$ cat config.mk
export PLATFORM = sky130hd
export DESIGN_NAME = dmcs_stats
export DESIGN_NICKNAME = d
export VERILOG_FILES = /design/src/design/dmcs_pkg.sv /design/src/design/dmcs_stats.sv
export SDC_FILE = /design/constraint.sdc
export NUM_CORES = 1
export LEC_CHECK = 0
export ABC_CLOCK_PERIOD_IN_PS = 2200
export BUFFER_PORTS_ARGS = -buffer_cell sky130_fd_sc_hd__clkbuf_2
export CORE_ASPECT_RATIO = 0.9
export CORE_MARGIN = 5
export CORE_UTILIZATION = 50
export CTS_CLUSTER_SIZE = 20
export DETAILED_ROUTE_END_ITERATION = 10
export PLACE_DENSITY = 0.69
export SKIP_CTS_REPAIR_TIMING = 1
export SLEW_MARGIN = 15
export SYNTH_ARGS = -nofsm -noshare
export SYNTH_HDL_FRONTEND = slang
export SYNTH_SLANG_ARGS = --single-unit
$ cat constraint.sdc
create_clock -name i_clk -period 2.2 [get_ports i_clk]
set_clock_uncertainty 0.1 [all_clocks]
set_input_delay 0.11 -clock i_clk [delete_from_list [all_inputs] [get_ports i_clk]]
set_output_delay 0.11 -clock i_clk [all_outputs]
set_load 0.1 [all_outputs]
$ cat src/design/dmcs_pkg.sv
// ----------------------------------------------------------------------------
// dmcs_pkg
// Shared types and constants of the direct-mapped cache with statistics.
// ----------------------------------------------------------------------------
package dmcs_pkg;

    localparam int LINE_COUNT = 64;
    localparam int LINE_BYTES = 16;
    localparam int ADDR_BITS  = 16;

    localparam int OFF_W  = $clog2(LINE_BYTES);
    localparam int IDX_W  = $clog2(LINE_COUNT);
    localparam int TAG_W  = ADDR_BITS - OFF_W - IDX_W;
    localparam int ROW_W  = LINE_BYTES * 8;
    localparam int WB_W   = 7;
    localparam int CNT_W  = 32;
    localparam int NCNT   = 8;
    localparam int DATA_W = 64;

    localparam int IN_TDATA_W  = 88;
    localparam int OUT_TDATA_W = 112;

    typedef enum logic [2:0] {
        REQ_READ     = 3'd0,
        REQ_WRITE    = 3'd1,
        REQ_INV_LINE = 3'd2,
        REQ_FLS_LINE = 3'd3,
        REQ_INV_ALL  = 3'd4,
        REQ_FLS_ALL  = 3'd5,
        REQ_COUNTER  = 3'd6
    } t_req;

    typedef enum logic [1:0] {
        MODE_WBACK = 2'd0,
        MODE_WTHRU = 2'd1,
        MODE_WALLOC = 2'd2
    } t_mode;

    typedef enum logic [1:0] {
        S_IDLE  = 2'd0,
        S_LOOK  = 2'd1,
        S_SWEEP = 2'd2,
        S_DONE  = 2'd3
    } t_state;

    // statistics counter indexes
    localparam logic [2:0] CNT_HIT      = 3'd0;
    localparam logic [2:0] CNT_MISS     = 3'd1;
    localparam logic [2:0] CNT_RD_HIT   = 3'd2;
    localparam logic [2:0] CNT_RD_MISS  = 3'd3;
    localparam logic [2:0] CNT_WR_HIT   = 3'd4;
    localparam logic [2:0] CNT_WR_MISS  = 3'd5;
    localparam logic [2:0] CNT_EVICT    = 3'd6;
    localparam logic [2:0] CNT_WBACK    = 3'd7;

    typedef struct packed {
        logic              we_tag;
        logic              we_row;
        logic [IDX_W-1:0]  idx;
        logic [TAG_W-1:0]  tag;
        logic [ROW_W-1:0]  row;
    } t_store_wr;

    typedef struct packed {
        logic [NCNT-1:0] inc;
        logic [2:0]      sel;
    } t_stat_ctl;

    typedef struct packed {
        logic [CNT_W-1:0]  counter_value;
        logic [WB_W-1:0]   lines_written_back;
        logic              memory_write;
        logic [3:0]        bytes_done;
        logic [DATA_W-1:0] read_data;
        logic              ok;
    } t_result;

endpackage

$ cat src/design/dmcs_stats.sv
// ----------------------------------------------------------------------------
// dmcs_stats
// Eight wrapping 32-bit traffic counters with a read select.
// ----------------------------------------------------------------------------
module dmcs_stats (
    input  logic                       i_clk,
    input  logic                       i_rst_n,
    input  dmcs_pkg::t_stat_ctl        i_ctl,
    output logic [dmcs_pkg::CNT_W-1:0] o_value
);

    logic [dmcs_pkg::CNT_W-1:0] r_cnt [dmcs_pkg::NCNT];

    always_ff @(posedge i_clk) begin
        if (!i_rst_n) begin
            for (int k = 0; k < dmcs_pkg::NCNT; k++) begin
                r_cnt[k] <= '0;
            end
        end else begin
            for (int k = 0; k < dmcs_pkg::NCNT; k++) begin
                if (i_ctl.inc[k]) begin
                    r_cnt[k] <= r_cnt[k] + 1'b1;
                end
            end
        end
    end

    assign o_value = r_cnt[i_ctl.sel];

endmodule

# ---- After elaboration in Yosys (flattened, before gate mapping)
# Memory sizes are Yosys's and may differ from the RTL's.
# Cells that the tools add are included.
dict set report op_classes {
  mul 0
  mux 33
  shifts 0
  n_reduce_logical 0
  bitwise_logic 8
  div 0
  n_lt_le_gt_ge 0
  n_addsub 8
  n_eq_ne 0
}
# operator n
set ops {}
lappend ops {{$add A32 B1 Y32 const B} 8}
lappend ops {{$mux W32} 8}
lappend ops {{$mux W1} 25}
lappend ops {{$or A1 B1 Y1} 8}
dict set report word_totals {
  out_inout_bits 32
  ram_bits 256
  regBits 0
  latchBits 0
  mem_count 1
  mem_bits_ro 0
}
# memory words word_bits read_ports rd_clocked_by_memory_dff wr line_no
set memory_table {}
lappend memory_table {r_cnt 8 32 9 0 8 dmcs_stats.sv:12} ;# logic [dmcs_pkg::CNT_W-1:0] r_cnt [dmcs_pkg::NCNT];

# ---- Longest topological paths before layout
# Gate-level depths: netlist (run 1).
dict set report depth {
  word_depth 4
  depth_mapped 7
  mapped_depth_nobuf 5
}

# ---- Worst setup path before layout (run 1)
# No wires, ideal clock.
dict set report synth_timing {
  path_kind {register to register}
  startpoint {memory r_cnt[4][0] (netlist bit)}
  endpoint {memory r_cnt[4][26] (netlist bit), data pin}
  setup_slack_ns -0.077
  arrival_time_ns 2.031
  path_stages_with_launch 7
  setup_ns 0.147
  period_less_slack_ns 2.277
  required_time_ns 1.953
  path_cell_list {edfxtp_1 > ha_1 > nand4_1 > or4_1 > clkbuf_1 > or4_1 > a21oi_1}
}
# item line_no
set synth_rtl {}
lappend synth_rtl {{from (decl)} dmcs_stats.sv:12}

==> results of run 1 <==
==> cells in the mapped netlist (all sizes together), types with 38 or more instances <==
library cell,n,area (um^2)
nand4,77,494
nor2,105,394
o31ai,74,556
or3,43,269
o21ai,45,225
xnor2,49,429
a21oi,128,641
nand2,112,420
nand3,82,415
clkbuf,75,282
mux4,64,1450
xor2,38,333
edfxtp,256,7690
or4,88,661
==> cells by family after synthesis <==
kind of cell             after synthesis  share of synthesized area (%)
AO/OA/AOI/OAI                        269                           9.76
AND/OR/NAND/NOR                      679                           23.2
XOR/XNOR                              87                           4.63
flip-flops                           256                           46.7
buffers and inverters                131                           3.11
adder cells (fa/ha/maj)                8                          0.609
multiplexers                         112                           12.0
==> critical path, stage by stage (launching register included) <==
cell and delay [ps]:
edfxtp_1 460, buf_6 160, mux4_2 490, mux2_4 300, buf_12 170
==> how the worst max path moves through the flow <==
stage	slack, ps	from	end	cells after the start
after global routing	-210	r_cnt[7][2]	o_value[2]	4
after CTS	-200	r_cnt[3][16]	o_value[16]	4
final	-160	r_cnt[7][6]	o_value[6]	4
after detailed placement	-150	r_cnt[7][0]	r_cnt[7][28]	7
after global placement	-100	r_cnt[7][0]	r_cnt[7][28]	7
after floorplan	0.8	r_cnt[3][8]	r_cnt[3][25]	6
==> final cells by class <==
type	count	area, um^2
clock buffer	41	771
clock inverter	8	40.0
fill	2423	11200
inverter	33	124
multi-input combinational	1155	8830
sequential	256	7690
tap	422	528
timing repair buffer	358	3540
==> per-layer routing <==
| metal | up-vias | part of all wire [%] | GRT usage [%] |
|---|---|---|---|
| met5 | - | 0 | 0 |
| met4 | 0 | 3.2 | 7.98 |
| met3 | 100 | 9.5 | 5.01 |
| met2 | 807 | 45 | 37.6 |
| met1 | 7361 | 42 | 37.1 |
| li1 | 6712 | - | - |
==> per-stage QoR <==
stage               cell area, um^2  utilization, %  setup slack [ps]
CTS                           19700            60.3              -204
floorplan                     16500               -             0.802
global placement              18900            57.9             -96.7
detailed placement            18900            57.9              -146
finish                        21500            65.8              -160
global route                  21500            65.8              -206
==> cell usage in the layout, fill, tap and decap left out, types with 25 or more instances in the layout <==
cell type / Yosys / routed
nand4_1: 75 / 75
buf_4: 0 / 234
or4_1: 88 / 61
o21ai_0: 45 / 43
a21oi_1: 128 / 101
edfxtp_1: 256 / 256
and3_1: 26 / 25
clkbuf_16: 0 / 33
buf_12: 0 / 47
xor2_1: 38 / 38
inv_1: 32 / 32
mux2_4: 0 / 32
a21oi_2: 0 / 27
xnor2_1: 49 / 48
o31ai_1: 74 / 59
nand2_1: 112 / 111
nand3_1: 81 / 79
nor4_1: 32 / 30
or4_4: 0 / 27
or3_1: 43 / 37
mux4_2: 63 / 64
buf_6: 1 / 53
nand2b_1: 25 / 25
and4_1: 30 / 30
nor2_1: 105 / 105
==> report_power, final <==
part | leakage (nW) | switching (mW) | total (mW) | internal, mW
logic | 4.23 | 1.54 | 2.77 | 1.23
clock network | 0.396 | 2.00 | 4.41 | 2.41
registers | 2.83 | 0.376 | 6.13 | 5.75
==> run summary, run 1 <==
Num CTS Buffers - 29
Area growth syn-to-layout - 30.9%
Status - complete, but fails checks
Post-Route Setup TNS - -4060 ps
Syn Inst Count - 1,542
Setup slack, reg-to-reg - -110 ps
Slew margin rel. - 56.0%
Vias - 15.0k
Initial Utilization - 50.3%
Drt first pass iters - 8
Worst skew pair latency - 560 ps
Synth cell types - 45
Vias in the first global route - 13.4k
Maximum vdd ir drop - 0.649 mV
Setup ws final - -160 ps
Power density cells - 618 nW/um^2
DRT iter0 DRCs - 1,800
Worst Reg-to-Reg Cells - 6
Async set-reset flop share out of synthesis - 0%
Final setup fails - 55
Placer congestion estimate - 0.902
Primary FF master, synth - edfxtp_1
Row cnt - 63
Die Height - 182 um
Max Clock Freq - 424 MHz
Placed cells - 2,110
Worst min path class - in -> reg
Die width - 201 um
Number of antenna diodes - 0
Flops & latches, synth - 256
Static Leak - 7.46 nW
Avg Synthesized Cell Area - 10.7 um^2
Share of layout cells above drive strength 1 - 31.6%
Mapped Nets - 1,563
Antenna violations before repair - 1
Cell Area, Synth - 16,400 um^2
Failing checks - negative setup slack
# DRC - 0
Largest Register - r_cnt
Post-synth EDFFs - 256
CP required - 1990 ps
CTS Buffer Depth - 3
Crit path max fanout - 2
First-pass GRT wire length - 74,300 um
Clk slew on worst S/H paths - 60 ps
Grt ovf - 0
DR WL/cell - 22.4 um
Period utilization - 107%
Slew @ Worst Pin - 660 ps
Root buffer cell - clkbuf_16
PortBufs - 44
Die area - 36,600 um^2
Non-Filler Instances - 2,273
ANT nets after route - 0
Min-delay src - i_ctl[10]
Core Region - 32,700 um^2
Pwr Total - 13.3 mW
Crit Reg-Reg Endpoint - r_cnt[4][22]
Clk sinks - 256
MaxCap Viol Count - 0
Max Slew Vio Count - 0
# IOs - 45
Routed vias/inst - 6.59
WS Path Type - reg -> out
Total Routing Usage GR - 25.1%
Worst flop-to-flop path startpoint - r_cnt[4][1]
Hpwl dp - 34,800 um
Crit path DAT - 2150 ps
Minimum clock period - 2360 ps
Cells on Worst Hold Path - 3
Final hold viol count - 0
Max reg flops - 256
Sequential element share of the synthesized area - 46.7%
Htree depth - 1
TritonCTS clock tree - done
Wirelength, routed - 50,900 um
Hold Path Sink - r_cnt[7][23]
Hold slack - 65.4 ps
Unrepaired setup endpoints after global routing - yes
Largest net degree at the start of global routing - 55
Top flop regs - r_cnt (256)
Startpoint Class - flip-flop
Ys Warns - 0
Crit end category - output pin
Final #Nets - 1,854
Note: power is estimated with default switching activity, not from simulation.
==> run 2, diff against run 1 <==
==> constraint.sdc (replaced) <==
create_clock -name i_clk -period 2.2 [get_ports i_clk]
set_clock_uncertainty 0.1 [all_clocks]
set_input_delay 0.22 -clock i_clk [delete_from_list [all_inputs] [get_ports i_clk]]
set_output_delay 0.22 -clock i_clk [all_outputs]
set_load 0.1 [all_outputs]
==> run 2 against run 1 <==
Against the previous run:
- maximum frequency fell by 5.0%
- utilization rose by 0.54 points
- non-clock buffer count rose by 11
- power rose by 4.5%
- die area did not move
- global-route usage barely moved
- worst hold slack got worse by 70 ps
- the run ends with negative hold slack, negative setup slack left
==> run summary, run 2 (same netlist as run 1, synthesis figures left out) <==
Commonest cells after routing, fill and taps aside - 256 x edfxtp_1, 249 x buf_4, 111 x nand2_1, 107 x a21oi_1, 105 x nor2_1 (was 256 x edfxtp_1, 234 x buf_4, 111 x nand2_1, 105 x nor2_1, 101 x a21oi_1)
Total Routing Usage GR - 25.1% (about the same)
Top flop regs - r_cnt (256) (unchanged)
Met2 wire len - 23,300 um (was 22,900 um)
DRT iter0 DRCs - 1,965 (was 1,800)
Initial Utilization - 50.3% (unchanged)
Vias - 15.2k (was 15.0k)
Setup ws final - -284 ps (was -160 ps)
DR WL/cell - 22.3 um (was 22.4 um)
Area growth syn-to-layout - 31.9% (was 30.9%)
Number of antenna diodes - 0 (unchanged)
DP Worst Slack - -161 ps (was -146 ps)
MaxCap Viol Count - 0 (unchanged)
PortBufs - 44 (unchanged)
Core Region - 32,700 um^2 (unchanged)
CTS Buffer Depth - 3 (unchanged)
Share of layout cells above drive strength 1 - 31.9% (was 31.6%)
# DRC - 0 (unchanged)
Die Height - 182 um (unchanged)
WS Path Type - reg -> out (unchanged)
Routed vias/inst - 6.62 (was 6.59)
Unrepaired setup endpoints after global routing - yes (unchanged)
Crit end category - output pin (unchanged)
CP required - 1880 ps (was 1990 ps)
Wirelength, routed - 51,200 um (was 50,900 um)
Die area - 36,600 um^2 (unchanged)
# IOs - 45 (unchanged)
Final hold viol count - 1 (was 0)
Root buffer cell - clkbuf_16 (unchanged)
Crit path max fanout - 4 (was 2)
Largest Register - r_cnt (unchanged)
Final #Nets - 1,867 (was 1,854)
Hold slack - -4.39 ps (was 65.4 ps)
Crit path from - r_cnt[3][13] (was r_cnt[7][6])
Status - complete, but fails checks (unchanged)
Minimum clock period - 2480 ps (was 2360 ps)
Min-delay src - i_ctl[5] (was i_ctl[10])
Crit path largest cell delay - 520 ps (was 490 ps)
Period utilization - 113% (was 107%)
Crit path DAT - 2160 ps (was 2150 ps)
Clk sinks - 256 (unchanged)
Uppermost routed layer - met4 (unchanged)
Most common cell after layout, fill and taps aside - edfxtp_1 (unchanged)
Worst flop-to-flop path startpoint - r_cnt[1][8] (was r_cnt[4][1])
Htree depth - 1 (unchanged)
First-pass GRT wire length - 74,400 um (was 74,300 um)
Vias in the first global route - 13.4k (about the same)
Max Slew Vio Count - 0 (unchanged)
Worst-path cell chain - buf_6, mux4_2, mux2_4, buf_12 (unchanged)
Metal-1 WL - 21,300 um (was 21,600 um)
Placer congestion estimate - 0.925 (was 0.902)
Failing checks - negative hold slack, negative setup slack (was negative setup slack)
Maximum vdd ir drop - 0.617 mV (was 0.649 mV)
Max reg flops - 256 (unchanged)
Max Clock Freq - 403 MHz (was 424 MHz)
Static Leak - 7.62 nW (was 7.46 nW)
Critical-path top delay cell - mux4_2 (unchanged)
TritonCTS clock tree - done (unchanged)
Grt ovf - 0 (unchanged)
Hpwl dp - 34,900 um (was 34,800 um)
Power density cells - 641 nW/um^2 (was 618 nW/um^2)
Slew margin rel. - 65.1% (was 56.0%)
Drt first pass iters - 5 (was 8)
ANT nets after route - 0 (unchanged)
CP Buf/Inv Count - 2 (unchanged)
Num CTS Buffers - 30 (was 29)
Clk slew on worst S/H paths - 60 ps (about the same)
Slew @ Worst Pin - 520 ps (was 660 ps)
Worst skew pair latency - 570 ps (was 560 ps)
Largest net degree at the start of global routing - 33 (was 55)
Post-Route Setup TNS - -9030 ps (was -4060 ps)
Met3 routed WL - 4940 um (was 4820 um)
Worst min path class - in -> reg (unchanged)
Die width - 201 um (unchanged)
Startpoint Class - flip-flop (unchanged)
Pwr Total - 13.9 mW (was 13.3 mW)
Row cnt - 63 (unchanged)
Antenna violations before repair - 0 (was 1)
Final setup fails - 53 (was 55)
Largest delay share family, worst path - multiplexers (unchanged)
## run 2: layout make-up
cell class,instances,area (um^2)
repair buffers,369,3650
multi-input cells,1156,8740
fillers,2392,11000
flip-flops and latches,256,7690
clock buffers,33,783
well taps,422,528
inverters,33,124
clock inverters,22,180
## run 2: where the power goes
group,switching (mW),total (mW),internal (mW)
Clock,2.09,4.99,2.89
Sequential,0.378,6.13,5.75
Combinational,1.54,2.80,1.26
Total,4.01,13.9,9.90
## run 2: layer usage
metal	up-vias	track usage (%)
met5	-	0
met4	0	7.41
met3	110	3.86
met2	837	38.4
met1	7470	37.3
li1	6744	-
## run 2: final timing paths
kind	end	slack, ps	cells past startpoint
max reg2reg	r_cnt[1][28]	-180	6
min	r_cnt[2][1]	-4	2
max	o_value[13]	-280	4
min reg2reg	r_cnt[5][0]	540	1
## run 2: per-stage QoR
| stage | area [um^2] | hold WS [ps] | utilization, % | instances |
|---|---|---|---|---|
| 6_report | 21700 | -4.39 | 66.3 | 2291 |
| 5_1_grt | 21700 | 4.07 | 66.3 | 2291 |
| 4_1_cts | 20000 | -109 | 61.2 | 2172 |
| 3_5_place_dp | 19100 | 467 | 58.2 | 2117 |
| 3_3_place_gp | 19100 | 459 | 58.2 | 2117 |
| 2_1_floorplan | 16500 | 343 | - | 1542 |
==> run 3, diff against run 2 <==
--- a/config.mk
+++ b/config.mk
@@ -7,7 +7,6 @@
 export LEC_CHECK = 0
 export ABC_CLOCK_PERIOD_IN_PS = 2200
 export BUFFER_PORTS_ARGS = -buffer_cell sky130_fd_sc_hd__clkbuf_2
-export CORE_ASPECT_RATIO = 0.9
 export CORE_MARGIN = 5
 export CORE_UTILIZATION = 50
 export CTS_CLUSTER_SIZE = 20
==> run 3 against run 2 <==
Against the previous run:
- the run still ends with negative hold slack, negative setup slack left
- maximum frequency shrank 0.88%
- power shrank 0.51%
- design area grew 0.80%
- largest cell class unchanged
- highest routed layer unchanged
==> run summary, run 3 (same netlist as run 1, synthesis figures left out) <==
Area growth syn-to-layout - 33.0% (was 31.9%)
TritonCTS clock tree - done (unchanged)
Max Slew Vio Count - 0 (unchanged)
MaxCap Viol Count - 0 (unchanged)
Pwr Total - 13.8 mW (was 13.9 mW)
Failing checks - negative hold slack, negative setup slack (unchanged)
Crit path DAT - 2190 ps (was 2160 ps)
Core Region - 32,500 um^2 (was 32,700 um^2)
Routed vias/inst - 6.49 (was 6.62)
Hpwl dp - 35,300 um (was 34,900 um)
Final hold viol count - 1 (unchanged)
Antenna violations before repair - 1 (was 0)
Placer congestion estimate - 0.913 (was 0.925)
First-pass GRT wire length - 75,500 um (was 74,400 um)
Period utilization - 114% (was 113%)
Power density cells - 633 nW/um^2 (was 641 nW/um^2)
Vias - 15.1k (was 15.2k)
Critical-path top delay cell - edfxtp_1 (was mux4_2)
CTS Buffer Depth - 3 (unchanged)
Crit path largest cell delay - 470 ps (was 520 ps)
Largest Register - r_cnt (unchanged)
Num CTS Buffers - 30 (unchanged)
ANT nets after route - 0 (unchanged)
DRT iter0 DRCs - 1,696 (was 1,965)
Static Leak - 7.66 nW (was 7.62 nW)
Grt ovf - 0 (unchanged)
Worst skew pair latency - 580 ps (was 570 ps)
Vias in the first global route - 13.4k (about the same)
Top flop regs - r_cnt (256) (unchanged)
Hold slack - -5.56 ps (was -4.39 ps)
Commonest cells after routing, fill and taps aside - 281 x buf_4, 256 x edfxtp_1, 112 x nand2_1, 105 x nor2_1, 103 x a21oi_1 (was 256 x edfxtp_1, 249 x buf_4, 111 x nand2_1, 107 x a21oi_1, 105 x nor2_1)
Final setup fails - 53 (unchanged)
Crit end category - output pin (unchanged)
Slew @ Worst Pin - 495 ps (was 520 ps)
Root buffer cell - clkbuf_16 (unchanged)
WS Path Type - reg -> out (unchanged)
Die area - 36,600 um^2 (about the same)
Final #Nets - 1,888 (was 1,867)
Status - complete, but fails checks (unchanged)
Maximum vdd ir drop - 0.556 mV (was 0.617 mV)
DR WL/cell - 22.4 um (was 22.3 um)
Drt first pass iters - 5 (unchanged)
Max Clock Freq - 399 MHz (was 403 MHz)
Wirelength, routed - 52,200 um (was 51,200 um)
Worst-path cell chain - buf_4, mux4_2, mux2_4, buf_12 (was buf_6, mux4_2, mux2_4, buf_12)
PortBufs - 44 (unchanged)
Row cnt - 66 (was 63)
Slew margin rel. - 66.7% (was 65.1%)
Max reg flops - 256 (unchanged)
CP required - 1880 ps (about the same)
Unrepaired setup endpoints after global routing - yes (unchanged)
Initial Utilization - 50.5% (was 50.3%)
Post-Route Setup TNS - -9320 ps (was -9030 ps)
Crit path max fanout - 3 (was 4)
Worst min path class - in -> reg (unchanged)
Clk slew on worst S/H paths - 60 ps (about the same)
Number of antenna diodes - 0 (unchanged)
Minimum clock period - 2510 ps (was 2480 ps)
Startpoint Class - flip-flop (unchanged)
Htree depth - 1 (unchanged)
Setup ws final - -306 ps (was -284 ps)
# DRC - 0 (unchanged)
Most common cell after layout, fill and taps aside - buf_4 (was edfxtp_1)
Die Height - 191 um (was 182 um)
Total Routing Usage GR - 26.0% (was 25.1%)
# IOs - 45 (unchanged)
Largest net degree at the start of global routing - 34 (was 33)
Die width - 191 um (was 201 um)
Share of layout cells above drive strength 1 - 33.5% (was 31.9%)
Clk sinks - 256 (unchanged)
DP Worst Slack - -123 ps (was -161 ps)
## run 3: changes by cell type in the layout (fill, tap and decap cells not counted), sizes merged
cell         before  now
clkinv           18   17
or4              89   88
inv              34   33
buf             352  379
bufinv            3    2
dlygate4sd3       3    2
## run 3: area by class of cell
type | count | area [um^2]
Tap cell | 442 | 553
Fill cell | 2411 | 10700
Sequential cell | 256 | 7690
Inverter | 33 | 124
Timing Repair Buffer | 391 | 3690
Clock inverter | 19 | 133
Multi-Input combinational cell | 1155 | 8880
Clock buffer | 37 | 798
## run 3: report_power, final
| group | switching, mW | leakage (nW) | internal, mW | total, mW |
|---|---|---|---|---|
| combinational | 1.58 | 4.37 | 1.28 | 2.86 |
| sequential | 0.372 | 2.83 | 5.75 | 6.12 |
| clock | 2.08 | 0.460 | 2.78 | 4.86 |
| total | 4.03 | 7.66 | 9.81 | 13.8 |
## run 3: per-layer routing
metal	GRT usage (%)	share of wire [%]	wire length [um]	up-vias
met4	10.5	3.7	1940	0
met5	0	0	0	-
met2	39.4	47	24300	768
met1	37.9	41	21300	7468
li1	-	-	-	6790
met3	3.85	8.9	4640	119
## run 3: final timing paths
| check | startpoint | end | slack [ps] | cells after the start |
|---|---|---|---|---|
| setup / recovery | r_cnt[1][4] | o_value[4] | -310 | 4 |
| hold reg to reg | r_cnt[5][0] | r_cnt[5][0] | 570 | 1 |
| hold / removal | i_ctl[6] | r_cnt[3][1] | -6 | 2 |
| setup reg to reg | r_cnt[7][1] | r_cnt[7][30] | -230 | 7 |
## run 3: metrics by stage
step                utilization, %  hold WS [ps]  std cells  instance area, um^2
floorplan                        -           343       1542                16500
global route                  67.2          17.4       2333                21900
CTS                           61.1         -92.3       2185                19900
global placement              58.2           472       2129                18900
detailed placement            58.2           480       2129                18900
finish                        67.2         -5.56       2333                21900
## run 3: critical path: cells and delay by family (launching register included)
kind / cells / cell delay (ps)
DFF: 1 / 470
buffers and inverters: 2 / 370
muxes: 2 / 790
